**config.mk**
```make
export PLATFORM = sky130hd
export DESIGN_NAME = i2c_master_transfer_sequencer_top_flat
export DESIGN_NICKNAME = d
export VERILOG_FILES = /design/src/hw/rtl/i2cms_pkg.sv /design/src/hw/rtl/i2cms_if.sv /design/src/hw/rtl/i2cms_buffer.sv /design/src/hw/rtl/i2cms_ctrl.sv /design/src/hw/rtl/i2c_master_transfer_sequencer_top.sv /design/src/flat_wrapper.sv
export SDC_FILE = /design/constraint.sdc
export NUM_CORES = 1
export LEC_CHECK = 0
export ABC_AREA = 1
export BUFFER_PORTS_ARGS = -buffer_cell sky130_fd_sc_hd__buf_4
export CORE_UTILIZATION = 30
export CTS_CLUSTER_DIAMETER = 50
export DETAILED_ROUTE_END_ITERATION = 6
export GPL_ROUTABILITY_DRIVEN = 1
export PLACE_DENSITY = 0.48
export SLEW_MARGIN = 20
export SYNTH_ARGS = -nofsm -noshare
export SYNTH_HDL_FRONTEND = slang
export SYNTH_SLANG_ARGS = --single-unit
export TNS_END_PERCENT = 1
```
**constraint.sdc**
```tcl
create_clock -name clk -period 4.4 [get_ports clk]
set_input_delay 1.1 -clock clk [delete_from_list [all_inputs] [get_ports clk]]
set_output_delay 1.1 -clock clk [all_outputs]
set_load 0.05 [all_outputs]
```
**src/hw/rtl/i2cms_pkg.sv**
```systemverilog
// Shared types, codes and constants of the I2C master transfer sequencer.
package i2cms_pkg;

	localparam int BUFFER_DEPTH = 32;
	localparam int BUF_AW = (BUFFER_DEPTH > 1) ? $clog2(BUFFER_DEPTH) : 1;
	localparam int CFG_IW = 3;

	typedef enum logic [2:0] {
		FUNC_LOAD   = 3'd0,
		FUNC_WRITE  = 3'd1,
		FUNC_READ   = 3'd2,
		FUNC_STATUS = 3'd3,
		FUNC_PEEK   = 3'd4
	} func_t;

	typedef enum logic [3:0] {
		CMD_NONE    = 4'd0,
		CMD_START   = 4'd1,
		CMD_RESTART = 4'd2,
		CMD_SEND    = 4'd3,
		CMD_RX_ACK  = 4'd4,
		CMD_RX_NACK = 4'd5,
		CMD_STOP    = 4'd6,
		CMD_RELEASE = 4'd7,
		CMD_RECOVER = 4'd8
	} cmd_t;

	typedef enum logic [2:0] {
		RES_PENDING   = 3'd0,
		RES_SUCCESS   = 3'd1,
		RES_ADDR_FAIL = 3'd2,
		RES_DATA_FAIL = 3'd3,
		RES_NOT_SUPP  = 3'd4,
		RES_UNKNOWN   = 3'd5,
		RES_BUS_ERR   = 3'd6
	} res_t;

	typedef enum logic [CFG_IW-1:0] {
		REG_TARGET_ADDR = 3'd0,
		REG_LENGTH      = 3'd1,
		REG_RETRY_LIMIT = 3'd2,
		REG_HOLD_BUS    = 3'd3,
		REG_REP_START   = 3'd4
	} cfg_reg_t;

	// Bus status codes, low three bits dropped
	localparam logic [4:0] ST_BUS_ERR       = 5'h00;
	localparam logic [4:0] ST_START         = 5'h01;
	localparam logic [4:0] ST_RESTART       = 5'h02;
	localparam logic [4:0] ST_MT_SLA_ACK    = 5'h03;
	localparam logic [4:0] ST_MT_SLA_NACK   = 5'h04;
	localparam logic [4:0] ST_MT_DATA_ACK   = 5'h05;
	localparam logic [4:0] ST_MT_DATA_NACK  = 5'h06;
	localparam logic [4:0] ST_MR_SLA_ACK    = 5'h08;
	localparam logic [4:0] ST_MR_SLA_NACK   = 5'h09;
	localparam logic [4:0] ST_MR_DATA_ACK   = 5'h0A;
	localparam logic [4:0] ST_MR_DATA_NACK  = 5'h0B;
	localparam logic [4:0] ST_SLAVE_LO      = 5'h07;
	localparam logic [4:0] ST_SLAVE_HI      = 5'h19;
	localparam logic [4:0] ST_NO_INFO       = 5'h1F;

	typedef struct packed {
		logic [7:0] target_address_rw;
		logic [5:0] transfer_length;
		logic [7:0] retry_limit;
		logic       hold_bus;
		logic       use_repeated_start;
	} cfg_t;

	typedef struct packed {
		logic              we;
		logic [BUF_AW-1:0] waddr;
		logic [7:0]        wdata;
		logic              re;
		logic [BUF_AW-1:0] raddr;
	} mem_req_t;

	typedef struct packed {
		cmd_t       cmd;
		logic [7:0] tx;
		logic       tx_from_mem;
		res_t       result;
		logic       done;
		logic       rdata_from_mem;
	} decision_t;

	function automatic logic [BUF_AW-1:0] buf_addr(input logic [4:0] pos);
		int tmp;
		tmp = int'(pos) % BUFFER_DEPTH;
		return BUF_AW'(tmp);
	endfunction

endpackage

```
**src/hw/rtl/i2cms_if.sv**
```systemverilog
// Handshake channel interfaces: request, response and configuration.
interface i2cms_req_if;
	logic       valid;
	logic       ready;
	logic [2:0] func;
	logic [4:0] index;
	logic [7:0] wdata;
	logic [7:0] status;
	logic [7:0] rx_byte;
	modport source (output valid, func, index, wdata, status, rx_byte, input ready);
	modport sink (input valid, func, index, wdata, status, rx_byte, output ready);
endinterface

interface i2cms_rsp_if;
	logic       valid;
	logic       ready;
	logic [3:0] bus_command;
	logic [7:0] tx_byte;
	logic [2:0] result;
	logic       done_res;
	logic [7:0] rdata;
	modport source (output valid, bus_command, tx_byte, result, done_res, rdata, input ready);
	modport sink (input valid, bus_command, tx_byte, result, done_res, rdata, output ready);
endinterface

interface i2cms_cfg_if;
	logic       valid;
	logic       ready;
	logic [2:0] index;
	logic [7:0] data;
	modport source (output valid, index, data, input ready);
	modport sink (input valid, index, data, output ready);
endinterface

```
**src/hw/rtl/i2cms_buffer.sv**
```systemverilog
// Transfer buffer: single write port, registered read port.
module i2cms_buffer (
	input  logic               clk,
	input  i2cms_pkg::mem_req_t req,
	output logic [7:0]         rd_data
);
	import i2cms_pkg::*;

	logic [7:0] mem [BUFFER_DEPTH];
	logic [7:0] rd_q;

	always_ff @(posedge clk) begin
		if (req.we) begin
			mem[req.waddr] <= req.wdata;
		end
		if (req.re) begin
			rd_q <= mem[req.raddr];
		end
	end

	assign rd_data = rd_q;
endmodule

```
**src/hw/rtl/i2cms_ctrl.sv**
```systemverilog
// Event decoder: picks the next bus command and updates the transfer state.
module i2cms_ctrl (
	input  logic                 clk,
	input  logic                 arst_n,
	input  logic                 accept,
	input  logic [2:0]           func,
	input  logic [4:0]           index,
	input  logic [7:0]           wdata,
	input  logic [7:0]           status,
	input  logic [7:0]           rx_byte,
	input  i2cms_pkg::cfg_t      cfg,
	output i2cms_pkg::mem_req_t  mem_req,
	output i2cms_pkg::decision_t dec
);
	import i2cms_pkg::*;

	logic [4:0] byte_index_q, byte_index_d;
	logic [7:0] retry_count_q, retry_count_d;
	res_t       working_q, working_d;
	res_t       final_q, final_d;
	logic       read_q, read_d;
	logic [4:0] st;
	logic       known;
	logic [5:0] next_idx;
	logic [4:0] inc_idx;
	logic [5:0] inc_next;
	cmd_t       end_cmd;

	assign st       = status[7:3];
	assign next_idx = {1'b0, byte_index_q} + 6'd1;
	assign inc_idx  = byte_index_q + 5'd1;
	assign inc_next = {1'b0, inc_idx} + 6'd1;
	assign end_cmd  = cfg.hold_bus ? CMD_RELEASE : CMD_STOP;

	always_comb begin
		byte_index_d  = byte_index_q;
		retry_count_d = retry_count_q;
		working_d     = working_q;
		final_d       = final_q;
		read_d        = read_q;
		known         = 1'b1;
		mem_req       = '0;
		dec           = '0;
		dec.cmd       = CMD_NONE;
		dec.result    = RES_PENDING;
		case (func)
			FUNC_LOAD: begin
				mem_req.we    = 1'b1;
				mem_req.waddr = buf_addr(index);
				mem_req.wdata = wdata;
			end
			FUNC_WRITE: begin
				read_d  = 1'b0;
				final_d = RES_PENDING;
				dec.cmd = cfg.use_repeated_start ? CMD_RESTART : CMD_START;
			end
			FUNC_READ: begin
				read_d  = 1'b1;
				final_d = RES_PENDING;
				dec.cmd = CMD_START;
			end
			FUNC_PEEK: begin
				mem_req.re         = 1'b1;
				mem_req.raddr      = buf_addr(index);
				dec.rdata_from_mem = 1'b1;
			end
			FUNC_STATUS: begin
				case (st)
					ST_BUS_ERR: begin
						working_d     = RES_BUS_ERR;
						retry_count_d = '0;
						byte_index_d  = '0;
						dec.cmd       = CMD_RECOVER;
					end
					ST_START, ST_RESTART: begin
						working_d = RES_PENDING;
						dec.cmd   = CMD_SEND;
						dec.tx    = {cfg.target_address_rw[7:1],
							cfg.target_address_rw[0] | read_q};
					end
					ST_MT_SLA_ACK: begin
						retry_count_d   = '0;
						byte_index_d    = '0;
						dec.cmd         = CMD_SEND;
						mem_req.re      = 1'b1;
						mem_req.raddr   = buf_addr(5'd0);
						dec.tx_from_mem = 1'b1;
					end
					ST_MT_SLA_NACK, ST_MR_SLA_NACK: begin
						working_d = RES_ADDR_FAIL;
						dec.cmd   = CMD_STOP;
					end
					ST_MT_DATA_ACK: begin
						if (next_idx < cfg.transfer_length) begin
							byte_index_d    = next_idx[4:0];
							dec.cmd         = CMD_SEND;
							mem_req.re      = 1'b1;
							mem_req.raddr   = buf_addr(next_idx[4:0]);
							dec.tx_from_mem = 1'b1;
						end else begin
							working_d = RES_SUCCESS;
							dec.cmd   = end_cmd;
						end
					end
					ST_MT_DATA_NACK: begin
						if (working_q == RES_ADDR_FAIL) begin
							dec.cmd = CMD_STOP;
						end else if (retry_count_q >= cfg.retry_limit) begin
							working_d = RES_DATA_FAIL;
							dec.cmd   = CMD_STOP;
						end else begin
							retry_count_d   = retry_count_q + 8'd1;
							dec.cmd         = CMD_SEND;
							mem_req.re      = 1'b1;
							mem_req.raddr   = buf_addr(byte_index_q);
							dec.tx_from_mem = 1'b1;
						end
					end
					ST_MR_SLA_ACK: begin
						retry_count_d = '0;
						byte_index_d  = '0;
						dec.cmd = (cfg.transfer_length <= 6'd1) ? CMD_RX_NACK : CMD_RX_ACK;
					end
					ST_MR_DATA_ACK: begin
						mem_req.we    = 1'b1;
						mem_req.waddr = buf_addr(byte_index_q);
						mem_req.wdata = rx_byte;
						byte_index_d  = inc_idx;
						dec.cmd = (inc_next >= cfg.transfer_length) ? CMD_RX_NACK : CMD_RX_ACK;
					end
					ST_MR_DATA_NACK: begin
						mem_req.we    = 1'b1;
						mem_req.waddr = buf_addr(byte_index_q);
						mem_req.wdata = rx_byte;
						working_d     = RES_SUCCESS;
						dec.cmd       = end_cmd;
					end
					ST_NO_INFO: begin
						working_d = RES_UNKNOWN;
						dec.cmd   = CMD_STOP;
					end
					default: begin
						if (st inside {[ST_SLAVE_LO:ST_SLAVE_HI]}) begin
							working_d = RES_NOT_SUPP;
							dec.cmd   = CMD_STOP;
						end else begin
							known = 1'b0;
						end
					end
				endcase
				if (known && working_d != RES_PENDING) begin
					byte_index_d  = '0;
					retry_count_d = '0;
					final_d       = working_d;
					dec.done      = 1'b1;
				end
			end
			default: begin
			end
		endcase
		mem_req.we = mem_req.we & accept;
		mem_req.re = mem_req.re & accept;
		dec.result = final_d;
	end

	always_ff @(posedge clk or negedge arst_n) begin
		if (!arst_n) begin
			byte_index_q  <= '0;
			retry_count_q <= '0;
			working_q     <= RES_PENDING;
			final_q       <= RES_PENDING;
			read_q        <= 1'b0;
		end else if (accept) begin
			byte_index_q  <= byte_index_d;
			retry_count_q <= retry_count_d;
			working_q     <= working_d;
			final_q       <= final_d;
			read_q        <= read_d;
		end
	end
endmodule

```
**src/hw/rtl/i2c_master_transfer_sequencer_top.sv**
```systemverilog
// I2C master transfer sequencer top level: config registers, buffer and response stage.
//
// Usage:
//   req  : one transaction per buffer load, transfer start, bus status event or
//          buffer read (func selects which).
//   rsp  : exactly one transaction per accepted request: next bus command, byte
//          to send, final result, done flag and read-back byte.
//   cfg  : register writes (index 0..4), always ready; write only while idle.
// Latency: the response is valid the cycle after the request is accepted.
// Throughput: one request per cycle while rsp.ready is high or no response is held.
// The decision is taken in the accept cycle and the buffer is read at the same edge,
// so its registered read data lines up with the response register.
// Reset: transfer state and config return to defaults, no response pending.
// Buffer contents are undefined until loaded; no clearing pass.
// Stall: the response register holds; req.ready drops while a held response
// is not taken and rises in the same cycle rsp.ready is seen.
module i2c_master_transfer_sequencer_top (
	input logic          clk,
	input logic          arst_n,
	i2cms_req_if.sink    req,
	i2cms_rsp_if.source  rsp,
	i2cms_cfg_if.sink    cfg
);
	import i2cms_pkg::*;

	cfg_t      cfg_q;
	mem_req_t  mem_req;
	decision_t dec;
	decision_t dec_s2;
	logic      valid_s2;
	logic      accept;
	logic [7:0] rd_data;

	assign req.ready = !valid_s2 || rsp.ready;
	assign accept    = req.valid && req.ready;
	assign cfg.ready = 1'b1;

	always_ff @(posedge clk or negedge arst_n) begin
		if (!arst_n) begin
			cfg_q.target_address_rw  <= 8'd0;
			cfg_q.transfer_length    <= 6'd1;
			cfg_q.retry_limit        <= 8'd3;
			cfg_q.hold_bus           <= 1'b0;
			cfg_q.use_repeated_start <= 1'b0;
		end else if (cfg.valid) begin
			case (cfg.index)
				REG_TARGET_ADDR: cfg_q.target_address_rw  <= cfg.data;
				REG_LENGTH:      cfg_q.transfer_length    <= cfg.data[5:0];
				REG_RETRY_LIMIT: cfg_q.retry_limit        <= cfg.data;
				REG_HOLD_BUS:    cfg_q.hold_bus           <= cfg.data[0];
				REG_REP_START:   cfg_q.use_repeated_start <= cfg.data[0];
				default: begin
				end
			endcase
		end
	end

	i2cms_ctrl u_ctrl (
		.clk     (clk),
		.arst_n  (arst_n),
		.accept  (accept),
		.func    (req.func),
		.index   (req.index),
		.wdata   (req.wdata),
		.status  (req.status),
		.rx_byte (req.rx_byte),
		.cfg     (cfg_q),
		.mem_req (mem_req),
		.dec     (dec)
	);

	i2cms_buffer u_buffer (
		.clk     (clk),
		.req     (mem_req),
		.rd_data (rd_data)
	);

	always_ff @(posedge clk or negedge arst_n) begin
		if (!arst_n) begin
			valid_s2 <= 1'b0;
		end else if (req.ready) begin
			valid_s2 <= req.valid;
		end
	end

	always_ff @(posedge clk) begin
		if (accept) begin
			dec_s2 <= dec;
		end
	end

	assign rsp.valid       = valid_s2;
	assign rsp.bus_command = dec_s2.cmd;
	assign rsp.tx_byte     = dec_s2.tx_from_mem ? rd_data : dec_s2.tx;
	assign rsp.result      = dec_s2.result;
	assign rsp.done_res    = dec_s2.done;
	assign rsp.rdata       = dec_s2.rdata_from_mem ? rd_data : 8'd0;

	a_done_has_result: assert property (@(posedge clk) disable iff (!arst_n)
		(valid_s2 && dec_s2.done) |-> (dec_s2.result != RES_PENDING))
		else $error("done without a final result");

	a_accept_gives_rsp: assert property (@(posedge clk) disable iff (!arst_n)
		accept |=> valid_s2)
		else $error("accepted transaction produced no response");

	a_recover_is_bus_err: assert property (@(posedge clk) disable iff (!arst_n)
		(valid_s2 && dec_s2.cmd == CMD_RECOVER) |->
		(dec_s2.done && dec_s2.result == RES_BUS_ERR))
		else $error("recover command without bus error result");

	a_one_mem_source: assert property (@(posedge clk) disable iff (!arst_n)
		(mem_req.we || mem_req.re) |-> accept)
		else $error("buffer access outside an accepted transaction");
endmodule

```
**src/flat_wrapper.sv**
```systemverilog
// flat-port wrapper written by rule: the top's interface ports become plain ports
module i2c_master_transfer_sequencer_top_flat import i2cms_pkg::*;
  (clk, arst_n, req_valid, req_func, req_index, req_wdata, req_status, req_rx_byte, req_ready, rsp_valid, rsp_bus_command, rsp_tx_byte, rsp_result, rsp_done_res, rsp_rdata, rsp_ready, cfg_valid, cfg_index, cfg_data, cfg_ready);
  i2cms_req_if req_i ();
  i2cms_rsp_if rsp_i ();
  i2cms_cfg_if cfg_i ();
  input logic clk;
  input logic arst_n;
  input wire logic [$bits(req_i.valid)-1:0] req_valid;
  input wire logic [$bits(req_i.func)-1:0] req_func;
  input wire logic [$bits(req_i.index)-1:0] req_index;
  input wire logic [$bits(req_i.wdata)-1:0] req_wdata;
  input wire logic [$bits(req_i.status)-1:0] req_status;
  input wire logic [$bits(req_i.rx_byte)-1:0] req_rx_byte;
  output wire logic [$bits(req_i.ready)-1:0] req_ready;
  output wire logic [$bits(rsp_i.valid)-1:0] rsp_valid;
  output wire logic [$bits(rsp_i.bus_command)-1:0] rsp_bus_command;
  output wire logic [$bits(rsp_i.tx_byte)-1:0] rsp_tx_byte;
  output wire logic [$bits(rsp_i.result)-1:0] rsp_result;
  output wire logic [$bits(rsp_i.done_res)-1:0] rsp_done_res;
  output wire logic [$bits(rsp_i.rdata)-1:0] rsp_rdata;
  input wire logic [$bits(rsp_i.ready)-1:0] rsp_ready;
  input wire logic [$bits(cfg_i.valid)-1:0] cfg_valid;
  input wire logic [$bits(cfg_i.index)-1:0] cfg_index;
  input wire logic [$bits(cfg_i.data)-1:0] cfg_data;
  output wire logic [$bits(cfg_i.ready)-1:0] cfg_ready;
  assign req_i.valid = req_valid;
  assign req_i.func = req_func;
  assign req_i.index = req_index;
  assign req_i.wdata = req_wdata;
  assign req_i.status = req_status;
  assign req_i.rx_byte = req_rx_byte;
  assign req_ready = req_i.ready;
  assign rsp_valid = rsp_i.valid;
  assign rsp_bus_command = rsp_i.bus_command;
  assign rsp_tx_byte = rsp_i.tx_byte;
  assign rsp_result = rsp_i.result;
  assign rsp_done_res = rsp_i.done_res;
  assign rsp_rdata = rsp_i.rdata;
  assign rsp_i.ready = rsp_ready;
  assign cfg_i.valid = cfg_valid;
  assign cfg_i.index = cfg_index;
  assign cfg_i.data = cfg_data;
  assign cfg_ready = cfg_i.ready;
  i2c_master_transfer_sequencer_top u_core (.clk(clk), .arst_n(arst_n), .req(req_i), .rsp(rsp_i), .cfg(cfg_i));
endmodule
```
==> results of run 1 <==
## final timing paths
kind	to	slack, ns	depth (start not counted)
worst min register to register	u_core.cfg_q[13]	0.48	2
max in group asynchronous	u_core.u_ctrl.final_q[1]	3.41	1
worst max register to register	u_core.u_buffer.rd_data[0]	0.51	20
min in group asynchronous	u_core.cfg_q[7]	0.57	1
worst min-delay path	u_core.cfg_q[13]	0.48	2
worst max-delay path	u_core.u_buffer.rd_data[0]	0.51	20
## cell families (layout without fill, tap and decap cells)
kind of cell / Yosys count / count (layout)
other: 1 / 1
AO/OA/AOI/OAI: 84 / 84
adder cells (fa/ha/maj): 23 / 23
multiplexers: 8 / 8
flip-flops: 327 / 327
buffers and inverters: 309 / 438
AND/OR/NAND/NOR: 877 / 877
XOR/XNOR: 12 / 12
## per-layer routing
metal,share of wire,vias to the layer above,wire length [µm],track usage
met1,0.47,5442,19800,0.217
met3,0.044,56,1870,0.0272
li1,-,5680,-,-
met5,0,-,0,0
met2,0.47,209,19700,0.259
met4,0.018,0,767,0.0393
## critical path, stage by stage (launching register included)
cell and delay, ns:
dfrtp_1 0.49, ha_1 0.28, nand3_1 0.10, xor2_1 0.18, inv_1 0.09, ha_1 0.30
nand2_1 0.08, inv_1 0.04, a21oi_1 0.27, nand3_2 0.11, a21oi_1 0.23, nand2_4 0.13
nand2_4 0.31, buf_12 0.23, nand2_1 0.07, nand3_1 0.06, nand3_1 0.16, nand3_1 0.20
nand2_1 0.10, nand2_1 0.08, nand2_1 0.08
## stage by stage
step	hold slack [ns]	power (mW)
floorplan	0.447	3.99
global route	0.502	7.70
finish	0.482	7.41
detailed placement	0.478	4.25
CTS	0.491	7.49
global placement	0.469	4.24
## report_power, final
part           internal, mW  switching, mW  total (mW)  leakage [nW]
combinational         0.231          0.459       0.691          3.95
clock                  1.89           1.34        3.22         0.634
sequential             3.43         0.0596        3.49          3.46
total                  5.55           1.86        7.41          8.04
## registers in the layout, indices dropped and copies added, names as in the netlist, 4 cells and up
name                         flops
u_core.u_ctrl.byte_index_q       5
u_core.rsp.bus_command           4
u_core.cfg_q                    24
u_core.u_buffer.rd_data          8
u_core.u_ctrl.retry_count_q      8
u_core.dec_s2                   10
u_core.u_buffer.mem            256
## area by class of cell
| type | instances | area share |
|---|---|---|
| clock buffer | 48 | 0.0558 |
| inverter | 230 | 0.0462 |
| tap | 680 | 0.0456 |
| multi-input combinational | 1005 | 0.265 |
| clock inverter | 24 | 0.0127 |
| sequential | 327 | 0.514 |
| timing repair buffer | 136 | 0.0607 |
## cells in the mapped netlist, types with 2 or more instances
cell type    n
mux2_2       8
dfstp_2      3
o21a_1       3
a21oi_1     13
nand4_1     10
nand2_1    419
o21ai_1      6
xnor2_1      2
buf_1        6
xor2_1      10
nand3_1    311
edfxtp_1   282
o22ai_1      6
inv_2        3
ha_1        23
clkbuf_1    24
inv_1      227
nand3_2      4
nand3b_1    32
nand2_2      3
buf_4       21
a22o_1       8
a31oi_1      3
o21ai_0     34
buf_2       24
buf_6        4
nor2_2       4
dfrtp_1     42
nor3_1       8
nor2_1      82
==> results.tsv, run 1 <==
metric	value	unit
status	complete, no violations	
area_growth	18.2	%
wire_per_inst	17.2	µm
worst_setup_path_startpoint	u_core.u_ctrl.byte_index_q[0]	
final_nets	1811	
synth_xor_area_frac	0.00665	
gp_congestion	0.824	
drt_iter0_drc	691	
synth.distinct_cells	46	
worstPathRequired	4.69	ns
grt_usage	0.159	
drv_cap	0	
ys_seq_area_frac	0.608	
synthAdderAreaFrac	0.0182	
yosys_warnings	0	
dp_hpwl	26.9	mm
core-area	0.0517	mm²
layout.cells.non_filler	2450	
power_density	397	mW/mm²
clkSinkCount	327	
synth_cells	1641	
rows	83	
hold_violations	0	
cp-start-kind	flop	
worstMarginPinSlew	1.01	ns
r2r_start	u_core.u_ctrl.byte_index_q[0]	
ant_nets	0	
postLayoutCellArea	0.0187	mm²
yosys_most_used_dff	edfxtp_1	
antennaDiodeCount	0	
final_common_cell	nand2_1	
synth.area.top_cells	edfxtp_1, nand2_1, nand3_1	
synth_top_family_by_area	simple AND/OR/NAND/NOR gates	
grt_pass1_wl	64.5	mm
synth_compound_area_frac	0.0322	
clk_latency	0.57	ns
final.setup.worst_slack	0.508	ns
vias_per_cell	4.65	
ys_ff_latch	327	
vdd_drop_max	0.000283	V
cts_root_buf	clkbuf_16	
htree_levels	2	
route.detailed.drc	0	
die_width	231	µm
multi_input_area	0.00494	mm²
seq_area	0.00960	mm²
fin_util	0.361	
drv_slew	0	
fin_crit	3.89	ns
cts_tree	built	
gr-total-overflow	0	
dieHeight	231	µm
dp_cells	2378	
fmax	257	MHz
hp-start	u_core.cfg_q[13]	
synthMuxAreaShare	0.00570	
yosys.area_share.simple	0.247	
worstHoldPathType	flop to flop	
io_pins	75	
end_kind	flop	
post-route-period-util	0.885	
yosys.area.top_type_share	0.536	
dieArea	0.0536	mm²
fin_setup_tns	0	ns
antenna_found_initial	0	
path_clk_slew	0.05	ns
setup-violations-final	0	
fillerInstances	5305	
syn-num-nets	1712	
start_util	0.305	
yosysTopAreaCell	edfxtp_1	
io_buffers	70	
cp_max_fo	27	
post-cts-setup-buffer-count	0	
pre_cts_slack	0.447	ns
async_flop_share	0.138	
rsz0062_at_grt	no	
syn_area	0.0158	mm²
setup.worst_path.class	flop to flop	
synth_edf_count	282	
avgSynthCellArea	9.63	µm²
layout_common_cells	nand2_1, nand3_1, edfxtp_1	
grt_pass1_vias	11000	
cts_resized	0	
clock_skew	0.0245	ns
layout-drive-gt1-share	0.132	
max_slew_margin	0.323	
cts_hold_buffers	0	
cts_buffers	40	
wl	42.1	mm
placed_area	0.0174	mm²
leakage	8.04	nW
critPathArrivalTime	4.19	ns
clock_path_buffers	3	
grt_max_degree	129	
dr.pass1.iters	5	
vias	11400	
(Power assumes the default switching activity.)
==> run 2: changes to the inputs <==
==> constraint.sdc (replaced) <==
create_clock -name clk -period 4.4 [get_ports clk]
set_input_delay 0.22 -clock clk [delete_from_list [all_inputs] [get_ports clk]]
set_output_delay 0.22 -clock clk [all_outputs]
set_load 0.05 [all_outputs]
==> results.tsv, run 2 (synthesis results as in run 1) <==
metric	value	unit	change
whs	0.0259	ns	was 0.482 ns
io_buffers	70		unchanged
end_kind	flop		unchanged
reg2reg_slack	0.63	ns	was 0.51 ns
rsz0062_at_grt	no		unchanged
hp-start	cfg_data[4]		was u_core.cfg_q[13]
cts_resized	0		unchanged
rows	83		unchanged
clock_skew	0.0195	ns	was 0.0245 ns
cp-start-kind	flop		unchanged
cts_root_buf	clkbuf_16		unchanged
drv_slew	0		unchanged
grt_pass1_vias	11400		was 11000
dp_hpwl	27.8	mm	was 26.9 mm
grt_pass1_wl	67.7	mm	was 64.5 mm
area_growth	18.2	%	about the same
dr.pass1.iters	5		unchanged
fin_setup_tns	0	ns	unchanged
clkSinkCount	327		unchanged
largest-register	u_core.u_buffer.mem		unchanged
clock_path_buffers	3		unchanged
htree_levels	2		unchanged
worstMarginPinSlew	0.892	ns	was 1.01 ns
worst_setup_path_startpoint	u_core.u_ctrl.byte_index_q[0]		unchanged
grt_max_degree	54		was 129
r2r_end	u_core.u_buffer.rd_data[5]		was u_core.u_buffer.rd_data[0]
hold_violations	0		unchanged
vias_per_cell	4.78		was 4.65
fin_util	0.361		about the same
antennaDiodeCount	0		unchanged
start_util	0.305		unchanged
cts_tree	built		unchanged
status	complete, no violations		unchanged
gp_congestion	0.832		was 0.824
clkPwrFrac	0.442		was 0.435
clk_latency	0.57	ns	about the same
leakage	7.97	nW	was 8.04 nW
power.switching	1.87	mW	was 1.86 mW
ant_nets	0		unchanged
route.detailed.drc	0		unchanged
drt_iter0_drc	941		was 691
path_clk_slew	0.06	ns	was 0.05 ns
post-route-period-util	0.857		was 0.885
layout_common_cells	nand2_1, nand3_1, edfxtp_1		unchanged
setup-violations-final	0		unchanged
ff2ff_path_depth	19		was 20
postLayoutCellArea	0.0187	mm²	about the same
worstHoldPathType	primary input to flop		was flop to flop
core-area	0.0517	mm²	unchanged
min_path_cells	3		was 2
vias	11700		was 11400
dieHeight	231	µm	unchanged
power_density	402	mW/mm²	was 397 mW/mm²
placed_area	0.0172	mm²	was 0.0174 mm²
dieArea	0.0536	mm²	unchanged
die_width	231	µm	unchanged
post-cts-setup-buffer-count	0		unchanged
wl	44.1	mm	was 42.1 mm
final_nets	1805		was 1811
critPathArrivalTime	4.06	ns	was 4.19 ns
p_int	5.64	mW	was 5.55 mW
io_pins	75		unchanged
worstPathRequired	4.69	ns	about the same
antenna_found_initial	0		unchanged
fin_crit	3.77	ns	was 3.89 ns
largest_reg_flops	256		unchanged
setup.worst_path.class	flop to flop		unchanged
drv_cap	0		unchanged
r2r_start	u_core.u_ctrl.byte_index_q[0]		unchanged
layout-drive-gt1-share	0.123		was 0.132
gr-total-overflow	0		unchanged
max_slew_margin	0.403		was 0.323
cp_max_fo	20		was 27
vdd_drop_max	0.000220	V	was 0.000283 V
cts_buffers	42		was 40
min_delay_worst_endpoint	u_core.cfg_q[20]		was u_core.cfg_q[13]
wire_per_inst	18.1	µm	was 17.2 µm
reg.largest.list	u_core.u_buffer.mem: 256 flops, u_core.cfg_q: 24 flops, u_core.dec_s2: 10 flops		unchanged
sw_frac_of_total	0.249		was 0.251
final_common_cell	nand2_1		unchanged
pwr-share-comb	0.093		about the same
grt_usage	0.167		was 0.159
fmax	265	MHz	was 257 MHz
pwr-share-seq	0.465		was 0.471
==> run 2: critical path, stage by stage, from the launching register on <==
cell and delay, ns:
dfrtp_1 0.47, ha_1 0.27, nand3_1 0.10, xor2_1 0.18, inv_1 0.09, ha_1 0.30
nand2_1 0.08, inv_1 0.04, a21oi_1 0.25, nand3_2 0.11, buf_4 0.18, o22ai_1 0.24
nand2_1 0.11, o21ai_2 0.31, buf_12 0.26, nand3_1 0.09, nand3_1 0.12, nand2_1 0.11
nand2_1 0.07, nand2_1 0.09
==> run 2: how the worst max path moves through the flow <==
stage,to,depth (start not counted)
floorplan,u_core.u_buffer.rd_data[0],21
global placement,u_core.u_buffer.rd_data[0],19
detailed placement,u_core.u_buffer.rd_data[0],19
CTS,u_core.u_buffer.rd_data[0],19
global route,u_core.u_buffer.rd_data[5],19
finish,u_core.u_buffer.rd_data[5],19
==> run 2: area by class of cell <==
class	count	area, µm²
clock buffers	48	1090
clock inverters	25	245
fillers	5263	33000
inverters	230	863
multi-input cells	1005	4950
flip-flops and latches	327	9600
well taps	680	851
repair buffers	128	1080
==> run 2: through the flow <==
| stage | cells | total power [mW] | setup slack, ns |
|---|---|---|---|
| floorplan | 1641 | 3.99 | 1.27 |
| global placement | 2357 | 4.24 | 0.674 |
| detailed placement | 2357 | 4.25 | 0.667 |
| CTS | 2443 | 7.61 | 0.638 |
| global route | 2443 | 7.81 | 0.344 |
| finish | 2443 | 7.51 | 0.627 |
==> run 2: power by group through the flow <==
stage / clock network (mW) / registers [mW] / logic, mW
floorplan: 0 / 3.54 / 0.455
global placement: 0 / 3.56 / 0.684
detailed placement: 0 / 3.56 / 0.691
CTS: 3.41 / 3.49 / 0.702
global route: 3.52 / 3.50 / 0.788
finish: 3.32 / 3.49 / 0.696
==> run 2: timing repair <==
| item | in CTS | in global routing |
|---|---|---|
| endpoints found under the setup margin | 0 | 0 |
| hold buffers | 13 | 0 |
| hold endpoints to repair | 61 | 0 |
==> run 2: layer usage <==
metal	track usage	vias up	wire (µm)
li1	-	5663	-
met1	0.233	5648	20100
met2	0.261	285	20500
met3	0.0289	78	2410
met4	0.0557	0	1120
met5	0	-	0
